## src/hdl/deq_pkg.sv

```systemverilog
// Shared types and constants for the double-ended queue.
// Holds the command and status codes, the empty-pop marker and the shift strobes.
// No dependencies.
package deq_pkg;

	localparam int DATA_W   = 32;
	localparam int CMD_W    = 3;
	localparam int STATUS_W = 2;

	typedef enum logic [CMD_W-1:0] {
		CMD_PUSH_FRONT = 3'd0,
		CMD_PUSH_BACK  = 3'd1,
		CMD_POP_FRONT  = 3'd2,
		CMD_POP_BACK   = 3'd3,
		CMD_CLEAR      = 3'd4
	} cmd_t;

	typedef enum logic [STATUS_W-1:0] {
		ST_OK    = 2'd0,
		ST_EMPTY = 2'd1,
		ST_FULL  = 2'd2
	} status_t;

	localparam logic [DATA_W-1:0] EMPTY_VALUE = 32'h8000_0001;

	// Per-cycle strobes broadcast to every cell of the chain
	typedef struct packed {
		logic push_front;
		logic push_back;
		logic pop_front;
	} shift_t;

endpackage

```

## src/hdl/deq_cell.sv

```systemverilog
// One storage cell of the deque chain; cell INDEX holds element INDEX from the front.
// Depends on deq_pkg for the shift strobes and data width.
module deq_cell #(
	parameter int INDEX = 0,
	parameter int CW    = 5
) (
	input  logic                       clk,
	input  deq_pkg::shift_t            shift,
	input  logic [CW-1:0]              count,
	input  logic [deq_pkg::DATA_W-1:0] push_value,
	input  logic [deq_pkg::DATA_W-1:0] left_data,
	input  logic [deq_pkg::DATA_W-1:0] right_data,
	output logic [deq_pkg::DATA_W-1:0] data,
	output logic [deq_pkg::DATA_W-1:0] tap
);

	logic [deq_pkg::DATA_W-1:0] data_q;
	logic                       is_free;
	logic                       is_back;

	assign is_free = (count == CW'(INDEX));
	assign is_back = (count == CW'(INDEX + 1));

	// Front push: left; free cell on back push: push value; front pop: right
	always_ff @(posedge clk) begin
		if (shift.push_front) begin
			data_q <= left_data;
		end else if (shift.push_back && is_free) begin
			data_q <= push_value;
		end else if (shift.pop_front) begin
			data_q <= right_data;
		end
	end

	assign data = data_q;
	assign tap  = is_back ? data_q : '0;

endmodule

```

## src/hdl/deq_ctrl.sv

```systemverilog
// Command decode, element count and result register of the deque.
// Depends on deq_pkg; drives the shift strobes for the deq_cell chain.
module deq_ctrl #(
	parameter int DEPTH = 16,
	parameter int CW    = 5
) (
	input  logic                         clk,
	input  logic                         arst_n,
	input  logic                         s_tvalid,
	output logic                         s_tready,
	input  logic [deq_pkg::CMD_W-1:0]    s_cmd,
	output logic                         m_tvalid,
	input  logic                         m_tready,
	output logic [deq_pkg::DATA_W-1:0]   m_pop_value,
	output logic [deq_pkg::STATUS_W-1:0] m_status,
	output logic [CW-1:0]                m_count,
	input  logic [deq_pkg::DATA_W-1:0]   front_value,
	input  logic [deq_pkg::DATA_W-1:0]   back_value,
	output deq_pkg::shift_t              shift,
	output logic [CW-1:0]                count
);

	logic [CW-1:0]                count_q;
	logic                         m_valid_q;
	logic [deq_pkg::DATA_W-1:0]   pop_value_q;
	deq_pkg::status_t             status_q;
	logic [CW-1:0]                res_count_q;

	logic                         accept;
	logic                         full;
	logic                         empty;
	logic [CW-1:0]                count_d;
	logic [deq_pkg::DATA_W-1:0]   pop_value_d;
	deq_pkg::status_t             status_d;
	deq_pkg::shift_t              shift_d;

	assign s_tready = !m_valid_q || m_tready;
	assign accept   = s_tvalid && s_tready;
	assign full     = (count_q == CW'(DEPTH));
	assign empty    = (count_q == '0);

	always_comb begin
		count_d     = count_q;
		pop_value_d = '0;
		status_d    = deq_pkg::ST_OK;
		shift_d     = '0;
		case (deq_pkg::cmd_t'(s_cmd))
			deq_pkg::CMD_PUSH_FRONT: begin
				if (full) begin
					status_d = deq_pkg::ST_FULL;
				end else begin
					shift_d.push_front = accept;
					count_d            = count_q + CW'(1);
				end
			end
			deq_pkg::CMD_PUSH_BACK: begin
				if (full) begin
					status_d = deq_pkg::ST_FULL;
				end else begin
					shift_d.push_back = accept;
					count_d           = count_q + CW'(1);
				end
			end
			deq_pkg::CMD_POP_FRONT: begin
				if (empty) begin
					status_d    = deq_pkg::ST_EMPTY;
					pop_value_d = deq_pkg::EMPTY_VALUE;
				end else begin
					shift_d.pop_front = accept;
					pop_value_d       = front_value;
					count_d           = count_q - CW'(1);
				end
			end
			deq_pkg::CMD_POP_BACK: begin
				if (empty) begin
					status_d    = deq_pkg::ST_EMPTY;
					pop_value_d = deq_pkg::EMPTY_VALUE;
				end else begin
					pop_value_d = back_value;
					count_d     = count_q - CW'(1);
				end
			end
			deq_pkg::CMD_CLEAR: begin
				count_d = '0;
			end
			default: begin
			end
		endcase
	end

	always_ff @(posedge clk or negedge arst_n) begin
		if (!arst_n) begin
			count_q   <= '0;
			m_valid_q <= 1'b0;
		end else begin
			if (accept) begin
				count_q <= count_d;
			end
			if (accept) begin
				m_valid_q <= 1'b1;
			end else if (m_tready) begin
				m_valid_q <= 1'b0;
			end
		end
	end

	always_ff @(posedge clk) begin
		if (accept) begin
			pop_value_q <= pop_value_d;
			status_q    <= status_d;
			res_count_q <= count_d;
		end
	end

	assign shift       = shift_d;
	assign count       = count_q;
	assign m_tvalid    = m_valid_q;
	assign m_pop_value = pop_value_q;
	assign m_status    = status_q;
	assign m_count     = res_count_q;

	a_count_bound: assert property (@(posedge clk) disable iff (!arst_n)
		count_q <= CW'(DEPTH))
		else $error("element count above depth");

	a_strobe_onehot: assert property (@(posedge clk) disable iff (!arst_n)
		$onehot0({shift_d.push_front, shift_d.push_back, shift_d.pop_front}))
		else $error("more than one shift strobe");

	a_empty_marker: assert property (@(posedge clk) disable iff (!arst_n)
		m_valid_q && status_q == deq_pkg::ST_EMPTY |->
		pop_value_q == deq_pkg::EMPTY_VALUE && res_count_q == '0)
		else $error("empty pop result malformed");

	a_result_count: assert property (@(posedge clk) disable iff (!arst_n)
		accept |=> res_count_q == count_q)
		else $error("result count differs from held count");

	a_full_refuse: assert property (@(posedge clk) disable iff (!arst_n)
		accept && full && (shift_d.push_front || shift_d.push_back) |-> 1'b0)
		else $error("push accepted into a full deque");

endmodule

```

## src/hdl/double_ended_queue.sv

```systemverilog
// Double-ended queue of signed 32-bit values built as a chain of storage cells.
// Each result is held in an output register, valid in the cycle after its transfer.
// Throughput: one item per cycle while the result side takes each result;
// every command makes at most one cell-chain shift plus one count-register update.
// Reset clears the element count and output valid; cell contents stay undefined.
// Depends on deq_pkg, deq_cell and deq_ctrl.
module double_ended_queue #(
	parameter int DEPTH = 16
) (
	input  logic                                   clk,
	input  logic                                   arst_n,
	input  logic                                   s_tvalid,
	output logic                                   s_tready,
	// [2:0] cmd, [34:3] push_value, [39:35] zero
	input  logic [39:0]                            s_tdata,
	output logic                                   m_tvalid,
	input  logic                                   m_tready,
	// [31:0] pop_value, [33:32] status, then count, then zero fill
	output logic [((34 + $clog2(DEPTH + 1) + 7) / 8) * 8 - 1:0] m_tdata
);

	localparam int CW    = $clog2(DEPTH + 1);
	localparam int RES_W = deq_pkg::DATA_W + deq_pkg::STATUS_W + CW;
	localparam int OUT_W = ((RES_W + 7) / 8) * 8;

	logic [deq_pkg::CMD_W-1:0]    in_cmd;
	logic [deq_pkg::DATA_W-1:0]   in_value;
	logic [deq_pkg::DATA_W-1:0]   res_pop_value;
	logic [deq_pkg::STATUS_W-1:0] res_status;
	logic [CW-1:0]                res_count;

	deq_pkg::shift_t              shift;
	logic [CW-1:0]                count;
	logic [deq_pkg::DATA_W-1:0]   cell_data [DEPTH];
	logic [deq_pkg::DATA_W-1:0]   cell_tap  [DEPTH];
	logic [deq_pkg::DATA_W-1:0]   back_value;

	// Unpack the input transfer
	assign in_cmd   = s_tdata[deq_pkg::CMD_W-1:0];
	assign in_value = s_tdata[deq_pkg::CMD_W +: deq_pkg::DATA_W];

	deq_ctrl #(
		.DEPTH (DEPTH),
		.CW    (CW)
	) u_ctrl (
		.clk         (clk),
		.arst_n      (arst_n),
		.s_tvalid    (s_tvalid),
		.s_tready    (s_tready),
		.s_cmd       (in_cmd),
		.m_tvalid    (m_tvalid),
		.m_tready    (m_tready),
		.m_pop_value (res_pop_value),
		.m_status    (res_status),
		.m_count     (res_count),
		.front_value (cell_data[0]),
		.back_value  (back_value),
		.shift       (shift),
		.count       (count)
	);

	// Cell 0 holds the front; a front push feeds it the new value,
	// a front pop draws each cell from its right neighbor.
	for (genvar i = 0; i < DEPTH; i++) begin : g_cell
		logic [deq_pkg::DATA_W-1:0] left_d;
		logic [deq_pkg::DATA_W-1:0] right_d;

		if (i == 0) begin : g_first
			assign left_d = in_value;
		end else begin : g_mid_l
			assign left_d = cell_data[i-1];
		end

		if (i == DEPTH - 1) begin : g_last
			assign right_d = cell_data[i];
		end else begin : g_mid_r
			assign right_d = cell_data[i+1];
		end

		deq_cell #(
			.INDEX (i),
			.CW    (CW)
		) u_cell (
			.clk        (clk),
			.shift      (shift),
			.count      (count),
			.push_value (in_value),
			.left_data  (left_d),
			.right_data (right_d),
			.data       (cell_data[i]),
			.tap        (cell_tap[i])
		);
	end

	// Only the back cell drives its tap; merge the taps
	always_comb begin
		back_value = '0;
		for (int k = 0; k < DEPTH; k++) begin
			back_value = back_value | cell_tap[k];
		end
	end

	// Pack the result transfer, zero fill to whole bytes
	assign m_tdata = OUT_W'({res_count, res_status, res_pop_value});

endmodule

```

## config.mk

```make
export PLATFORM = sky130hd
export DESIGN_NAME = double_ended_queue
export DESIGN_NICKNAME = d
export VERILOG_FILES = /design/src/hdl/deq_pkg.sv /design/src/hdl/deq_cell.sv /design/src/hdl/deq_ctrl.sv /design/src/hdl/double_ended_queue.sv
export SDC_FILE = /design/constraint.sdc
export NUM_CORES = 1
export LEC_CHECK = 0
export BUFFER_PORTS_ARGS = -buffer_cell sky130_fd_sc_hd__clkbuf_2
export CELL_PAD_IN_SITES_DETAIL_PLACEMENT = 1
export CELL_PAD_IN_SITES_GLOBAL_PLACEMENT = 1
export CORE_ASPECT_RATIO = 0.7
export CORE_MARGIN = 3
export CORE_UTILIZATION = 35
export DETAILED_ROUTE_END_ITERATION = 10
export PLACE_DENSITY = 0.59
export SKIP_LAST_GASP = 1
export SYNTH_ARGS = -nofsm -noshare
export SYNTH_HDL_FRONTEND = slang
export SYNTH_SLANG_ARGS = --single-unit
```

## constraint.sdc

```tcl
create_clock -name clk -period 7.13 [get_ports clk]
set_input_delay 1.7825 -clock clk [delete_from_list [all_inputs] [get_ports clk]]
set_output_delay 1.7825 -clock clk [all_outputs]
set_load 0.01 [all_outputs]
```

Word-level counts from Yosys, hierarchy flattened
Cells that the tools add are included.
- register bits: 557
- bits of input ports: 44
- output and inout port bits: 42
- $add $sub $neg: 2
- equality and inequality tests: 20
- muxes and demuxes: 79
- bitwise operators: 15
- reduce and logical (&&, ||, !) cells: 40
- operator list (operator ; number):
    $mux 32 ; 65
    $or 32x32->32 ; 15
    $pmux 32 s2 ; 1
    $reduce_bool 3->1 ; 15
    $eq 5x4->1 const B ; 8
    $eq 5x3->1 const B ; 4
    $logic_and 1x1->1 ; 17
    $pmux 5 s3 ; 1
    $eq 5x2->1 const B ; 2
    $mux 5 ; 2
    $mux 1 ; 8
    $eq 3x2->1 const B ; 2
    $add 5x1->5 const B ; 1
    $eq 5x1->1 const B ; 1
    $eq 5x5->1 const B ; 1
    $logic_not 5->1 ; 1
    $sub 5x1->5 const B ; 1
    $pmux 2 s2 ; 1
    $reduce_bool 2->1 ; 2
    $reduce_or 2->1 ; 2
    $eq 3x1->1 const B ; 1
    $eq 3x3->1 const B ; 1
    $logic_not 3->1 ; 1
    $mux 2 ; 1
    other kinds (2) ; 2

Depth between registers and ports, before layout
Gate-level depths: netlist of run 1.
- word-level depth: 19
- depth in mapped cells: 13
- gate-level depth less buffers: 8

Cells and area by module
From an unflattened synthesis of run 1, not the netlist that was laid out.
- cells, all modules: 3656
- area, all modules: 36346.1 sq um
- modules (own cells, without submodules) (module ; instances ; cells an instance ; area an instance (sq um)):
    deq_cell (g_cell[5].u_cell ...) ; 2 ; 194 ; 2049.5
    deq_cell (g_cell[4].u_cell ...) ; 2 ; 197 ; 2016.9
    deq_cell (g_cell[10].u_cell ...) ; 2 ; 195 ; 2005.7
    deq_ctrl ; 1 ; 196 ; 2316.0
    deq_cell (g_cell[1].u_cell) ; 1 ; 195 ; 2179.6
    deq_cell (g_cell[14].u_cell) ; 1 ; 225 ; 2158.3
    deq_cell (g_cell[12].u_cell) ; 1 ; 225 ; 2125.8
    deq_cell (g_cell[7].u_cell) ; 1 ; 226 ; 2113.3
    deq_cell (g_cell[15].u_cell) ; 1 ; 226 ; 2104.5
    deq_cell (g_cell[2].u_cell) ; 1 ; 224 ; 2094.5
    deq_cell (g_cell[13].u_cell) ; 1 ; 224 ; 2077.0
    deq_cell (g_cell[11].u_cell) ; 1 ; 193 ; 2018.2
    deq_cell (g_cell[0].u_cell) ; 1 ; 195 ; 2011.9
    deq_cell (g_cell[3].u_cell) ; 1 ; 193 ; 1990.7
    double_ended_queue ; 1 ; 162 ; 1012.2

Worst setup path before layout of run 1
Ideal clock, no wire load.
- path kind: input -> register
- start point: in m_tready
- end point: reg g_cell[15].u_cell.data_q, in the netlist g_cell[15].u_cell.data[0], enable pin
- data arrival time: 4.544 ns
- required time: 6.698 ns
- slack: 2.154 ns
- stages: 5
- path buffers: 0
- path through: nand2b_1 > nand2_1 > clkinv_1 > nand2_1 > a21oi_1
- cells in the longest elaborated chain, start to end: 6
- elaborated cells on any way between the ends: 7
- RTL lines (element ; RTL line ; source):
    start, declared ; double_ended_queue.sv:17 ; input logic m_tready,
    $logic_or 1x1->1 (*) ; deq_ctrl.sv:37 ; assign s_tready = !m_valid_q || m_tready;
    $logic_and 1x1->1 (*) ; deq_ctrl.sv:38 ; assign accept = s_tvalid && s_tready;
    via u_ctrl.accept ; deq_ctrl.sv:29 ; logic accept;
    $mux 1 (*) ; deq_ctrl.sv:49, deq_ctrl.sv:57 ;
    $mux 1 ; deq_ctrl.sv:47 ; case (deq_pkg::cmd_t'(s_cmd))
    $logic_and 1x1->1 ; deq_cell.sv:28 ; end else if (shift.push_back && is_free) begin
    $reduce_bool 2->1 (no line) (*) ; -- ;
    end signal, assigned ; deq_cell.sv:27 ; data_q <= left_data;
    end signal, assigned ; deq_cell.sv:29 ; data_q <= push_value;
    end signal, assigned ; deq_cell.sv:31 ; data_q <= right_data;
    end, declared ; deq_cell.sv:17 ; logic [deq_pkg::DATA_W-1:0] data_q;
Mark *: on every way through the listed nets, which the timed path passes. The rest lies on a longest branch.
A chain may end at the register's enable or synchronous reset.

Worst setup path after layout of run 1
- start point: reg u_ctrl.count_q[0], in the netlist u_ctrl.count[0]
- end point: reg g_cell[8].u_cell.data_q, in the netlist g_cell[8].u_cell.data[27], enable pin
- cells in the longest elaborated chain, start to end: 5
- elaborated cells on any way between the ends: 10
- RTL lines (element ; RTL line ; source):
    start, declared ; deq_ctrl.sv:23 ; logic [CW-1:0] count_q;
    start signal, assigned ; deq_ctrl.sv:97 ; count_q <= count_d;
    $eq 5x5->1 ; deq_ctrl.sv:39 ; assign full = (count_q == CW'(DEPTH));
    $mux 1 ; deq_ctrl.sv:49, deq_ctrl.sv:57 ;
    $mux 1 ; deq_ctrl.sv:47 ;
    $logic_and 1x1->1 ; deq_cell.sv:28 ;
    $reduce_bool 3->1 (no line) (*) ; -- ;
    end signal, assigned ; deq_cell.sv:27 ;
    end signal, assigned ; deq_cell.sv:29 ;
    end signal, assigned ; deq_cell.sv:31 ;
    end, declared ; deq_cell.sv:17 ;
Every way passes the cells marked *; elsewhere a longest branch is shown, timed or not.

==> results.ini, run 1 <==
[sta]
fin_setup_tns_ns=0
finalCriticalPeriod_ns=5.15
skew_ns=0.0206
finalHoldViolations=0
worstMarginPinSlew_ns=1.44
setup_viol=0
rsz0062_at_grt=no
final_max_slew_viol_count=0
fin_crit_sh_pct=72.2
fmax_mhz=194
max_slew_margin_pct=3.46

[critical_path]
criticalPathCategory=flip-flop to flip-flop
critPathCaptureType=flip-flop
crit_top_cell=buf_4
cpPeakStageDelay_ns=0.92
crit_slowest_cell=nand2_2
critPathRequiredTime_ns=7.51
worstPathMaxFanout=24
critPathLaunchType=flip-flop
critical_path.cell_chain=inv_1, ha_1, buf_4, nor4bb_4, buf_4, nand2b_4, a21oi_1, nand2_1, nand2_2, buf_4
cp.arrival_ns=5.53
cp_top_family=simple AND/OR/NAND/NOR gates
critPathBufInv=4

[placement]
dpl.hpwl_um=85500
globalplace.congestion=0.881
placement.cell_area_mm2=0.0330
portBuffers=79

[floorplan]
die_height_um=257
die_w_um=365
initial_core_util_pct=35.5
die-area_mm2=0.0937
ioPinCount=86
rows=91
coreArea_mm2=0.0887

[clock_tree]
clockRootBuffer=clkbuf_16
clk_latency_ns=0.66
cts_buffers=60
htreeDepth=2
cts_tree=yes
cts.sinks=557
clk_pin_slew_ns=0.06
cts_resized=0
clk_path_buf_depth=3
postCtsHoldBufs=0
post-cts-setup-buffers=0

[layout]
fin_util_pct=39.3
final_cell_mix=edfxtp_1 (551), nand2_1 (531), nor2_1 (477), mux2i_1 (329), a21oi_1 (260)
layout.nets=3119
syn2layout_area_growth_pct=10.6
layout.cells.most_common=edfxtp_1
seq_area_mm2=0.0167
drive_gt1_share_pct=12.2
fillCellCount=9794
multi_input_area_mm2=0.0137
final_area_mm2=0.0349

[global_route]
grt_pass1_wl_um=207000
grt_overflow=0
grt.total_usage_pct=31.0
grt_pass1_vias=26600
grt_max_degree=164
grt_antenna_before_repair=8

[synthesis]
synthArstFlopShare_pct=1.08
syn_area_mm2=0.0315
synth_nets=3188
yosysSeqAreaShare_pct=53.0
ys_ff_latch=557
ys.warnings.count=0
synthFlopType=edfxtp_1
synthCells=3138
synth.distinct_cells=65
postSynthAreaPerCell_um2=10.0
synth_edf_count=551

[routing]
drt_first_iter_violations=3836
num_vias=27600
drt-pass1-iter-count=6
vias_per_cell=6.45
drt-total-wl_um=149000
wl_per_cell_um=34.8
ant_nets=0
drc=0

[hold_path]
hold_path_class=flip-flop to flip-flop

[status]
status=finished, final reports clean

[power_and_ir_drop]
ir_worst_vdd_mv=0.230
p_leak_uw=0.0117
p_per_area_mw_per_mm2=286

[run]
maxCapViolations=0

==> cells by family (layout without fill, tap and decap cells) <==
family / Yosys count / in the layout / share of synthesized area [%]
other: 1 / 7 / 0.0119
AO/OA/AOI/OAI: 746 / 746 / 14.5
flip-flops: 557 / 557 / 53.0
adder cells (fa/ha/maj): 6 / 6 / 0.238
AND/OR/NAND/NOR: 1122 / 1122 / 14.4
multiplexers: 403 / 403 / 13.3
buffers and inverters: 303 / 281 / 4.50
==> registers in the layout (all words and copies together) (netlist names) <==
signal and flops:
u_ctrl.m_count 5, u_ctrl.m_status 2, g_cell.u_cell.data 512, u_ctrl.count 5
u_ctrl.m_pop_value 32, u_ctrl.m_tvalid 1
==> path summary, 6_finish.rpt <==
check                                      startpoint                          to  slack (ns)  depth (start not counted)
max                                   u_ctrl.count[0]   g_cell[8].u_cell.data[27]        1.98                         10
min                        g_cell[14].u_cell.data[22]  g_cell[15].u_cell.data[22]        0.62                          1
max reg2reg                           u_ctrl.count[0]   g_cell[8].u_cell.data[27]        1.98                         10
min reg2reg                g_cell[14].u_cell.data[22]  g_cell[15].u_cell.data[22]        0.62                          1
max in group asynchronous                      arst_n             u_ctrl.count[2]        5.95                          1
min in group asynchronous                      arst_n             u_ctrl.count[0]        0.97                          1
==> metal layers <==
layer  global-route usage, %  up-vias  share of wire, %
li1                        -    11400                 -
met1                    45.6    14200                43
met2                    43.7     1700                41
met3                    7.76      324                12
met4                    11.5        4               3.9
met5                       0        -             0.015
==> final cells by class <==
type                            count  share of cell area (%)
Clock inverter                     21                   0.506
Tap cell                         1162                    4.17
Clock buffer                       88                    4.70
Inverter                            6                  0.0646
Antenna cell                        6                  0.0431
Multi-Input combinational cell   2278                    39.3
Sequential cell                   557                    47.9
Timing Repair Buffer              166                    3.34
==> power by group <==
part	switching (uW)	internal [uW]	total [uW]
sequential	193	3800	3990
combinational	2050	821	2870
clock	1420	1690	3100
==> cell usage after synthesis (5+ instances only) <==
cell       count  share of area [%]
a2111oi_0     13               0.36
a21oi_1      261                4.1
a221oi_1      14               0.39
a222oi_1       5               0.16
a22o_1        17               0.47
a22oi_1       56                1.3
a31oi_1      242                4.8
and3_1        18               0.36
buf_2        137                2.2
buf_4         21               0.50
clkbuf_1     132                1.6
dfrtp_1        6               0.48
edfxtp_1     551                 52
ha_1           6               0.24
inv_1          5              0.060
mux2_2        65                2.3
mux2i_1      329                 10
mux4_2         7               0.50
nand2_1      538                6.4
nand2b_1      13               0.26
nand3_1       14               0.22
nand3b_1       6               0.14
nor2_1       479                5.7
nor2b_1        8               0.16
nor3_1        11               0.17
nor4_1         7               0.14
nor4bb_1       6               0.19
o211ai_1      15               0.36
o21ai_0       50               0.79
o22ai_1       41               0.81
==> stage by stage <==
step / power [uW] / instances / setup slack, ns / hold WS (ns)
6_report: 9970 / 4284 / 1.98 / 0.621
5_1_grt: 10200 / 4279 / 1.96 / 0.642
4_1_cts: 9860 / 4278 / 2.20 / 0.622
3_5_place_dp: 6780 / 4169 / 1.81 / 0.606
3_3_place_gp: 6750 / 4169 / 1.86 / 0.585
2_1_floorplan: 5400 / 3138 / 2.15 / 0.554
Note: power is estimated with default switching activity, not from simulation.
==> run 2, diff against run 1 <==
Settings changed: ABC_AREA set to 1, PLACE_DENSITY 0.59 to 0.65.
Clock period 7.13 ns to 4.5 ns, I/O delays scaled along.
==> run 2 against run 1 <==
Sequential power grew 62%; area after synthesis increased by 11%; sequential cell count is the same; largest cell class unchanged; via count up 30%; non-clock buffer count increased by 52.
==> results.ini, run 2 <==
[status]
status=finished, final reports clean

[floorplan]
die_w_um=384
ioPinCount=86
coreArea_mm2=0.0985
die_height_um=270
initial_core_util_pct=35.5
die-area_mm2=0.104
rows=96

[synthesis]
synthTopCellsByCount=nand2_1 (2556), nand3_1 (783), edfxtp_1 (551), inv_1 (538), buf_2 (189)
syn_area_mm2=0.0349
yosysSeqAreaShare_pct=47.8
post-synth-top-count-cell=nand2_1
synthFlopType=edfxtp_1
postSynthAreaPerCell_um2=6.96
synth.top_cell.area_share_pct=47.4
synthArstFlopShare_pct=1.08
synth_nets=5067
synth_top_area_cell=edfxtp_1
synth_edf_count=551
synth.distinct_cells=25
ys_ff_latch=557
synthCells=5017
ys.warnings.count=0
synth.area.top_cells=edfxtp_1 (47%), nand2_1 (27%), nand3_1 (11%)

[clock_tree]
cts_tree=yes
cts_buffers=67
clockRootBuffer=clkbuf_16
cts.sinks=557
postCtsHoldBufs=0
clk_pin_slew_ns=0.06
clk_path_buf_depth=3
clk_latency_ns=0.67
htreeDepth=3
post-cts-setup-buffers=0
cts_resized=0

[critical_path]
cp.arrival_ns=4.30
critPathBufInv=4
critPathRequiredTime_ns=4.89
worstPathMaxFanout=19
crit_slowest_cell=nor2_4
critPathLaunchType=flip-flop
cpPeakStageDelay_ns=0.96
criticalPathCategory=flip-flop to flip-flop
cp_top_family=simple AND/OR/NAND/NOR gates
critPathCaptureType=flip-flop
crit_top_cell=nand2_1
critical_path.cell_chain=inv_1, ha_1, nand2_1, inv_2, nand2_2, nand4_4, buf_12, nor2_4, buf_4, nand2_1, nand3_1, nand2_1

[layout]
final_cell_mix=nand2_1 (2524), nand3_1 (783), edfxtp_1 (551), inv_1 (538), nor2_1 (130)
drive_gt1_share_pct=7.81
largest_reg_flops=512
layout.cells.most_common=nand2_1
fillCellCount=12400
multi_input_area_mm2=0.0150
syn2layout_area_growth_pct=12.8
seq_area_mm2=0.0167
fin_util_pct=40.0
layout.nets=5032

[sta]
rsz0062_at_grt=no
skew_ns=0.0289
setup_viol=0
fmax_mhz=256
finalCriticalPeriod_ns=3.90
worstMarginPinSlew_ns=1.28
max_slew_margin_pct=14.7
final_max_slew_viol_count=0
fin_crit_sh_pct=86.7
fin_setup_tns_ns=0
finalHoldViolations=0

[routing]
drt-pass1-iter-count=5
num_vias=35800
vias_per_cell=5.63
drt_first_iter_violations=5125
drt-total-wl_um=177000
ant_nets=0
wl_per_cell_um=27.9
drc=0

[hold_path]
hold_path_class=primary input to asynchronous set/reset pin

[global_route]
grt_antenna_before_repair=22
grt_pass1_vias=34200
grt_pass1_wl_um=251000
grt.total_usage_pct=33.5
grt_max_degree=145
grt_overflow=0

[power_and_ir_drop]
p_switching_uw=6390
clkPwrFrac_pct=33.4
p_leak_uw=0.0192
ir_worst_vdd_mv=0.943
netSwitchingFraction_pct=38.3
p_per_area_mw_per_mm2=423
seqPwrFrac_pct=38.7
internal_power_uw=10300
combPwrFrac_pct=27.9

[placement]
dpl.hpwl_um=114000
globalplace.congestion=0.892
portBuffers=79

[run]
maxCapViolations=0

==> run 2: changes by cell type in the layout (fill, tap and decap cells not counted), sizes merged, moves of 51 or more <==
cell   previous run  this run
nor2            479       165
buf              88       139
mux2             67         0
a21oi           262         4
inv               6       548
nand2           538      2560
a31oi           242         0
a22oi            56         0
mux2i           329         0
nand3            14       783
==> run 2: power groups by stage <==
stage	Combinational [uW]	Clock, uW	Sequential (uW)
after floorplan	2360	0	6420
after detailed placement	4460	0	6550
after global placement	4410	0	6550
final	4660	5560	6450
after CTS	4480	5600	6440
after global routing	4890	5780	6480
==> run 2: logic make-up (layout without fill, tap and decap cells) <==
family,count (synthesis),in the layout,synth area share [%]
simple gates,3510,3510,40.7
buf+inv,869,882,10.1
flops,557,557,47.8
compound gates,70,70,1.02
fa+ha+maj,6,6,0.215
xor+xnor,4,4,0.100
other cells,1,5,0.0107
==> run 2: cell type report <==
type                       instances  area share [%]
antenna                            4          0.0254
tap                             1323            4.20
inverter                         547            5.23
clock buffer                      79            4.53
multi-input combinational       3591            38.0
timing repair buffer             218            4.92
sequential                       557            42.4
clock inverter                    38           0.784
==> run 2: stage by stage <==
| step | setup WS [ns] | cell area, um^2 | total power, uW | hold WS (ns) | instances |
|---|---|---|---|---|---|
| after floorplan | 0.641 | 34900 | 8790 | 0.539 | 5017 |
| after global placement | 0.484 | 37300 | 11000 | 0.534 | 6236 |
| after detailed placement | 0.473 | 37300 | 11000 | 0.550 | 6236 |
| after CTS | 0.735 | 39400 | 16500 | 0.254 | 6353 |
| after global routing | 0.517 | 39400 | 17100 | 0.270 | 6355 |
| final | 0.598 | 39400 | 16700 | 0.285 | 6357 |
==> run 2: path summary, 6_finish.rpt <==
| check | startpoint | to | slack [ns] | cells after the start |
|---|---|---|---|---|
| worst max-delay path | u_ctrl.count[0] | g_cell[10].u_cell.data[7] | 0.60 | 12 |
| worst min-delay path | arst_n | u_ctrl.count[1] | 0.28 | 1 |
| worst max register to register | u_ctrl.count[0] | g_cell[10].u_cell.data[7] | 0.60 | 12 |
| worst min register to register | u_ctrl.m_tvalid | u_ctrl.m_tvalid | 0.56 | 2 |
| max in group asynchronous | arst_n | u_ctrl.count[4] | 4.04 | 1 |
| min in group clk | u_ctrl.m_tvalid | u_ctrl.m_tvalid | 0.56 | 2 |
==> run 2: routing by layer <==
layer	part of all wire [%]	track usage, %	wire length [um]	vias up
met4	3.5	10.4	6240	6
met1	44	50.1	78000	17800
met5	0.024	0	42	-
li1	-	-	-	15600
met2	40	46.5	71300	2033
met3	12	8.98	21600	335
==> run 2: worst register-to-register path, stage by stage, from the launching register on <==
cell     delay [ns]
dfrtp_1        0.50
inv_1          0.15
ha_1           0.27
nand2_1        0.13
inv_2          0.06
nand2_2        0.12
nand4_4        0.33
buf_12         0.33
nor2_4         0.96
buf_4          0.50
nand2_1        0.12
nand3_1        0.10
nand2_1        0.07
